==> config.mk <==
export PLATFORM = sky130hd
export DESIGN_NAME = rgb_to_hsl_converter
export DESIGN_NICKNAME = d
export VERILOG_FILES = /design/src/rtl/core/hsl_pkg.sv /design/src/rtl/core/hsl_front.sv /design/src/rtl/core/hsl_div.sv /design/src/rtl/core/rgb_to_hsl_converter.sv
export VERILOG_INCLUDE_DIRS = /design/src /design/src/rtl/core
export SDC_FILE = /design/constraint.sdc
export NUM_CORES = 2
export LEC_CHECK = 0
export ABC_AREA = 1
export ABC_CLOCK_PERIOD_IN_PS = 44200
export BUFFER_PORTS_ARGS = -buffer_cell sky130_fd_sc_hd__buf_4
export CORE_AREA = 8 8 431 348
export DETAILED_ROUTE_END_ITERATION = 6
export DIE_AREA = 0 0 439 356
export GPL_TIMING_DRIVEN = 0
export PLACE_DENSITY = 0.68
export SLEW_MARGIN = 40
export SYNTH_ARGS = -nofsm -noshare
export SYNTH_HDL_FRONTEND = slang
export SYNTH_SLANG_ARGS = --single-unit
export TNS_END_PERCENT = 10
==> constraint.sdc <==
create_clock -name clk_i -period 44.2 [get_ports clk_i]
set_input_delay 4.42 -clock clk_i [delete_from_list [all_inputs] [get_ports clk_i]]
set_output_delay 4.42 -clock clk_i [all_outputs]
set_load 0.01 [all_outputs]
==> src/rtl/core/assert_macros.svh <==
// assertion macros used by the rtl top level rgb_to_hsl_converter
`ifndef ASSERT_MACROS_SVH
`define ASSERT_MACROS_SVH
`ifndef SYNTHESIS
`define HSL_ASSERT(label, clk, rst_n, prop) \
  label: assert property (@(posedge clk) disable iff (!rst_n) prop) \
    else $error("assertion failed");
`define HSL_NEVER(label, clk, rst_n, expr) \
  label: assert property (@(posedge clk) disable iff (!rst_n) !(expr)) \
    else $error("forbidden condition");
`else
`define HSL_ASSERT(label, clk, rst_n, prop)
`define HSL_NEVER(label, clk, rst_n, expr)
`endif
`endif

==> src/rtl/core/hsl_pkg.sv <==
// types and constants of the rgb to hsl converter
`timescale 1ns / 1ps
package hsl_pkg;

  localparam int unsigned DivStages = 16;
  localparam int unsigned NumW      = 25;
  localparam int unsigned DenW      = 9;
  localparam logic [14:0] HueFull   = 15'd23040;
  localparam logic [11:0] HueScale  = 12'd3840;
  localparam logic [15:0] Unit      = 16'd65535;

  typedef struct packed {
    logic [7:0] red;
    logic [7:0] green;
    logic [7:0] blue;
  } pix_t;

  typedef struct packed {
    logic [14:0] hue;
    logic [15:0] saturation;
    logic [15:0] lightness;
  } hsl_t;

  typedef struct packed {
    logic [NumW-1:0] hue_num;
    logic [DenW-1:0] hue_den;
    logic [NumW-1:0] sat_num;
    logic [DenW-1:0] sat_den;
    logic [15:0]     light;
  } front_t;

endpackage

==> src/rtl/core/hsl_front.sv <==
// max/min stage that forms dividends, divisors and the lightness
`timescale 1ns / 1ps
module hsl_front (
  input  logic                clk_i,
  input  logic                en_i,
  input  hsl_pkg::pix_t       pix_i,
  output hsl_pkg::front_t     front_o
);

  logic [7:0]  r, g, b, mx, mn;
  logic [8:0]  sum;
  logic [7:0]  diff;
  logic [11:0] num;
  logic [8:0]  sden;
  hsl_pkg::front_t front_d, front_q;

  always_comb begin
    r = pix_i.red;
    g = pix_i.green;
    b = pix_i.blue;
    mx = (r > g) ? r : g;
    mx = (mx > b) ? mx : b;
    mn = (r < g) ? r : g;
    mn = (mn < b) ? mn : b;
    sum  = {1'b0, mx} + {1'b0, mn};
    diff = mx - mn;
    if (b == mx) begin
      num = ({4'd0, diff} << 2) + {4'd0, r} - {4'd0, g};
    end else if (g == mx) begin
      num = ({4'd0, diff} << 1) + {4'd0, b} - {4'd0, r};
    end else begin
      num = ({4'd0, diff} << 2) + ({4'd0, diff} << 1) + {4'd0, g} - {4'd0, b};
    end
    sden = (sum <= 9'd255) ? sum : (9'd510 - sum);
    if (diff == 8'd0) begin
      front_d.hue_num = '0;
      front_d.hue_den = 9'd1;
      front_d.sat_num = '0;
      front_d.sat_den = 9'd1;
    end else begin
      front_d.hue_num = {13'd0, hsl_pkg::HueScale} * {13'd0, num};
      front_d.hue_den = {1'b0, diff};
      front_d.sat_num = {9'd0, hsl_pkg::Unit} * {17'd0, diff};
      front_d.sat_den = sden;
    end
    // sum * 65535 / 510 is exactly 128 * sum + sum / 2
    front_d.light = {sum, 7'd0} + {8'd0, sum[8:1]};
  end

  always_ff @(posedge clk_i) begin
    if (en_i) begin
      front_q <= front_d;
    end
  end

  assign front_o = front_q;

endmodule

==> src/rtl/core/hsl_div.sv <==
// pipelined restoring divider, one quotient bit per stage
`timescale 1ns / 1ps
module hsl_div (
  input  logic                          clk_i,
  input  logic                          en_i,
  input  logic [hsl_pkg::NumW-1:0]      num_i,
  input  logic [hsl_pkg::DenW-1:0]      den_i,
  output logic [15:0]                   quo_o
);

  logic [hsl_pkg::DenW-1:0] rem_q [hsl_pkg::DivStages];
  logic [hsl_pkg::DenW-1:0] den_q [hsl_pkg::DivStages];
  logic [15:0]              low_q [hsl_pkg::DivStages];
  logic [15:0]              quo_q [hsl_pkg::DivStages];

  for (genvar s = 0; s < hsl_pkg::DivStages; s++) begin : g_stage
    logic [hsl_pkg::DenW-1:0] rem_in, den_in;
    logic [15:0]              low_in, quo_in;
    logic [hsl_pkg::DenW:0]   trial;
    logic                     ge;

    if (s == 0) begin : g_first
      assign rem_in = num_i[hsl_pkg::NumW-1:16];
      assign low_in = num_i[15:0];
      assign quo_in = '0;
      assign den_in = den_i;
    end else begin : g_next
      assign rem_in = rem_q[s-1];
      assign low_in = low_q[s-1];
      assign quo_in = quo_q[s-1];
      assign den_in = den_q[s-1];
    end

    assign trial = {rem_in, low_in[15]};
    assign ge    = trial >= {1'b0, den_in};

    always_ff @(posedge clk_i) begin
      if (en_i) begin
        rem_q[s] <= ge ? hsl_pkg::DenW'(trial - {1'b0, den_in})
                       : hsl_pkg::DenW'(trial);
        low_q[s] <= {low_in[14:0], 1'b0};
        quo_q[s] <= {quo_in[14:0], ge};
        den_q[s] <= den_in;
      end
    end
  end

  assign quo_o = quo_q[hsl_pkg::DivStages-1];

endmodule

==> src/rtl/core/rgb_to_hsl_converter.sv <==
// top level of the rgb to hsl converter
//
//  channel  | valid       | ready        | payload
//  in       | in_valid_i  | in_ready_o   | in_data_i   (hsl_pkg::pix_t)
//  out      | out_valid_o | out_ready_i  | out_data_o  (hsl_pkg::hsl_t)
//
// one item per cycle while the output is not stalled; an accepted pixel passes
// pix_q, the front register, the 16 stage dividers (one quotient bit each), out_q
// reset clears only the valid bits, no clearing pass
// a stall on the output freezes the whole pipeline, in_ready_o drops with it
`timescale 1ns / 1ps
`include "assert_macros.svh"
module rgb_to_hsl_converter (
  input  logic            clk_i,
  input  logic            rst_ni,
  input  logic            in_valid_i,
  output logic            in_ready_o,
  input  hsl_pkg::pix_t   in_data_i,
  output logic            out_valid_o,
  input  logic            out_ready_i,
  output hsl_pkg::hsl_t   out_data_o
);

  localparam int unsigned Depth = hsl_pkg::DivStages + 2;

  logic            en;
  logic [Depth-1:0] vld_q;
  logic            out_valid_q;
  hsl_pkg::pix_t   pix_q;
  hsl_pkg::front_t front;
  hsl_pkg::hsl_t   out_d, out_q;
  logic [15:0]     hue_quo, sat_quo;
  logic [15:0]     light_q [hsl_pkg::DivStages];

  assign en = !out_valid_q || out_ready_i;
  assign in_ready_o = en;

  always_ff @(posedge clk_i or negedge rst_ni) begin
    if (!rst_ni) begin
      vld_q       <= '0;
      out_valid_q <= 1'b0;
    end else if (en) begin
      vld_q       <= {vld_q[Depth-2:0], in_valid_i};
      out_valid_q <= vld_q[Depth-1];
    end
  end

  always_ff @(posedge clk_i) begin
    if (en) begin
      pix_q <= in_data_i;
      out_q <= out_d;
    end
  end

  // lightness waits beside the dividers
  always_ff @(posedge clk_i) begin
    if (en) begin
      light_q[0] <= front.light;
      for (int unsigned i = 1; i < hsl_pkg::DivStages; i++) begin
        light_q[i] <= light_q[i-1];
      end
    end
  end

  hsl_front u_front (
    .clk_i   (clk_i),
    .en_i    (en),
    .pix_i   (pix_q),
    .front_o (front)
  );

  hsl_div u_div_hue (
    .clk_i (clk_i),
    .en_i  (en),
    .num_i (front.hue_num),
    .den_i (front.hue_den),
    .quo_o (hue_quo)
  );

  hsl_div u_div_sat (
    .clk_i (clk_i),
    .en_i  (en),
    .num_i (front.sat_num),
    .den_i (front.sat_den),
    .quo_o (sat_quo)
  );

  always_comb begin
    if (hue_quo > {1'b0, hsl_pkg::HueFull}) begin
      out_d.hue = 15'(hue_quo - {1'b0, hsl_pkg::HueFull});
    end else begin
      out_d.hue = hue_quo[14:0];
    end
    out_d.saturation = sat_quo;
    out_d.lightness  = light_q[hsl_pkg::DivStages-1];
  end

  assign out_valid_o = out_valid_q;
  assign out_data_o  = out_q;

  `HSL_NEVER(a_hue_range, clk_i, rst_ni, out_valid_o && (out_data_o.hue > hsl_pkg::HueFull))
  `HSL_ASSERT(a_ready_rule, clk_i, rst_ni, in_ready_o == (!out_valid_o || out_ready_i))
  `HSL_ASSERT(a_hold_on_stall, clk_i, rst_ni, (out_valid_o && !out_ready_i) |=> $stable(vld_q))

endmodule

==> out/results.ini <==
[run_status]
run_status = finished, final reports clean

[drt]
route.detailed.vias_per_inst = 4.93
route.antenna.remaining_nets = 0
wire_per_inst_microns = 14.3
detailedRoute.firstPassIterationCount = 6
drt_iter0_drc = 2306
drc_errors = 0
wl_microns = 102000
route.vias.total = 35300

[worst_setup_path]
worstPathRequired_ps = 39780
cp_top_family = buffers and inverters
worstSetupStartpointType = input pin
worst-path-max-fanout = 64
cp-end-kind = output port
critical_path.n_buffers_inverters = 10
timing.reg2reg.setup_slack_ps = 32850
timing.reg2reg.worst_path_depth = 49
cp.arrival_ps = 7390
timing.rr.start = pix_q[15]
worstPathCellList = buf_4, inv_1, nand2_1, clkbuf_8, buf_16, buf_16, buf_16, buf_12, buf_16, buf_16, buf_4
timing.critical_path.depth = 11
worstSetupStartpoint = out_ready_i
worst_path_largest_cell_delay_ps = 460
crit_path_frequent_cell = buf_16
regToRegEndpoint = u_front.front_o[81]
critical_path.slowest_cell = clkbuf_8
worstSetupEndpoint = in_ready_o
crit_type = in -> out

[synth]
syn_area_per_cell_sq_um = 12.7
share_of_the_synthesized_netlist_area_taken_by_xor_and_xnor_gates_pct = 3.46
yosys-top-cells-area = edfxtp_1 (64%), ha_1 (8.3%), inv_1 (4.0%), nand2_1 (3.8%), a21oi_1 (3.4%)
synth.net_count = 5467
yosysWarningCount = 0
synth_seq_cells = 1348
edff_count_synth = 1329
synth_top_area_share_pct = 63.9
synthDistinctLibCells = 60
synth_area_sq_mm = 0.0624
combinational_family_with_the_most_area_after_synthesis = adder cells
syn-instance-count = 4928
synthArstFlopShare_pct = 1.41
area_fraction_in_compound_gates_after_synthesis_pct = 7.29
synth_ff_type = edfxtp_1
adder_cell_fraction_of_synth_area_pct = 11.4
area_share_of_and_or_nand_nor_cells_after_synthesis_pct = 8.56
muxShareOfSynthArea_pct = 0.0180
seq_area_frac_synth_pct = 64.7
synth_top_area_cell = edfxtp_1

[final_layout]
post_route_cells_drive_above_1_share_pct = 7.79
fillerInstances = 12100
nets = 5704
syn_to_final_growth_pct = 12.9

[place]
detailed_place_hpwl_microns = 74200
io_buffers = 76
place_congestion = 0.913

[sta]
layout_worst_path_cycle_share_pct = 26.7
finalMaxSlewViolations = 0
finClkSkew_ps = 38.6
maxClockFrequency_ghz = 0.0847
final-setup-viol-count = 0
relSlewSlack_pct = 50.2
fin_crit_ps = 11810
rsz0062_at_grt = no
max_slew.worst_pin.slew_ps = 746
hold_viol = 0
setup-tns-final_ps = 0

[clocking]
numClockSinks = 1348
max-clock-path-buffers = 3
clock_tree.root_cell = clkbuf_16
post_cts_resize_count = 0
cts_max_level = 4
clk_latency_ps = 750
cts_inserted_buffers = 136
tritoncts = done
post-cts-setup-buffer-count = 0
clk_transition_reported_paths_ps = 60
cts-hold-fix-buffers = 0

[floorplanning]
die_y_microns = 356
die_area_sq_mm = 0.156
core_region_area_sq_mm = 0.142
ioPinCount = 77
num_rows = 124
die_span_x_microns = 439
effective_utilization_at_floorplan_pct = 43.8

[global_route]
first_global_vias = 35500
gr-total-overflow = 0
grt_pass1_wl_microns = 170000
global_route.usage.total_pct = 13.0
antenna_found_initial = 1
largest_net_degree_at_the_start_of_global_routing = 75

[hold_path]
hold_path.class = reg -> reg

[job]
drv.max_cap_violation_count = 0

[area by class of cell]
type	count	area (sq um)	area share, %
Antenna cell	1	2.50	0.00355
Buffer	55	299	0.425
Clock buffer	158	3510	4.98
Clock inverter	89	971	1.38
Inverter	684	2570	3.65
Multi-Input combinational cell	2841	19200	27.2
Sequential cell	1348	40400	57.3
Tap cell	1890	2360	3.36
Timing Repair Buffer	99	1150	1.64
[metal layers]
| metal | routed length (microns) | GRT usage (%) | share of wire [%] | vias up |
|---|---|---|---|---|
| met5 | 13 | 0 | 0.013 | - |
| met4 | 2950 | 4.75 | 2.9 | 2 |
| met3 | 4650 | 2.75 | 4.5 | 224 |
| met2 | 50500 | 22.9 | 49 | 656 |
| met1 | 44100 | 15.9 | 43 | 16700 |
| li1 | - | - | - | 17700 |
[how the worst min path moves through the flow]
stage                                startpoint                     end  slack [ps]  cells after the start
after detailed placement    u_front.front_o[12]          light_q[0][12]         400                      0
after floorplan              u_front.front_o[0]           light_q[0][0]         400                      0
after global routing      u_div_hue.quo_q[1][8]  u_div_hue.quo_q[1][25]         400                      0
after CTS                        light_q[6][12]          light_q[7][12]         390                      0
after global placement           light_q[6][14]          light_q[7][14]         400                      0
final                     u_div_sat.quo_q[3][3]   u_div_sat.quo_q[4][4]         400                      0
[cell families after synthesis]
family                   after synthesis
flip-flops                          1348
AND/OR/NAND/NOR                     1250
AO/OA/AOI/OAI                        833
buffers and inverters                739
adder cells (fa/ha/maj)              511
XOR/XNOR                             246
multiplexers                           1
[through the flow]
step	area, sq um	setup WS [ps]	util (%)	std cells	hold WS, ps
6_report	70400	32390	49.5	7165	396
3_3_place_gp	65400	10440	45.9	6894	400
2_1_floorplan	62400	18620	-	4928	400
3_5_place_dp	65900	32330	46.3	6916	405
4_1_cts	70400	32320	49.4	7163	395
5_1_grt	70400	31990	49.5	7164	396
[cell usage after synthesis (39+ instances only)]
master,n
nor2_1,319
edfxtp_1,1329
o21ai_0,264
clkbuf_1,39
nor3_1,48
xor2_1,132
fa_1,95
nand2_1,635
a21oi_1,430
xnor2_1,113
nand3_1,130
ha_1,416
inv_1,669
[placed cells by master, fill, tap and decap left out, types with 17 or more instances in the layout]
master and instances:
nand2_2 33, nand4_1 32, buf_4 79, edfxtp_1 1329, buf_16 20, o21ai_0 263
inv_1 669, a211oi_1 17, fa_1 95, nand3_1 130, xor2_1 132, ha_1 416
clkbuf_16 137, a21oi_1 430, clkinv_2 21, nor2_1 319, xnor2_1 112, a21o_1 28
dfrtp_1 19, clkbuf_1 59, nor3_1 47, clkinv_1 31, o211ai_1 25, nand2_1 635
[registers in the layout, summed over array words and instances, names as in the netlist]
register	cells
pix_q	24
light_q	256
out_data_o	47
out_valid_o	1
u_div_sat.low_q	120
u_div_sat.rem_q	135
u_div_hue.quo_q	136
u_div_sat.quo_q	136
vld_q	18
u_div_hue.low_q	28
u_div_sat.den_q	135
u_front.front_o	72
u_div_hue.den_q	105
u_div_hue.rem_q	135
Power is not shown: default switching activity piles up to over one toggle a cycle in this logic, so the estimate is an artifact.
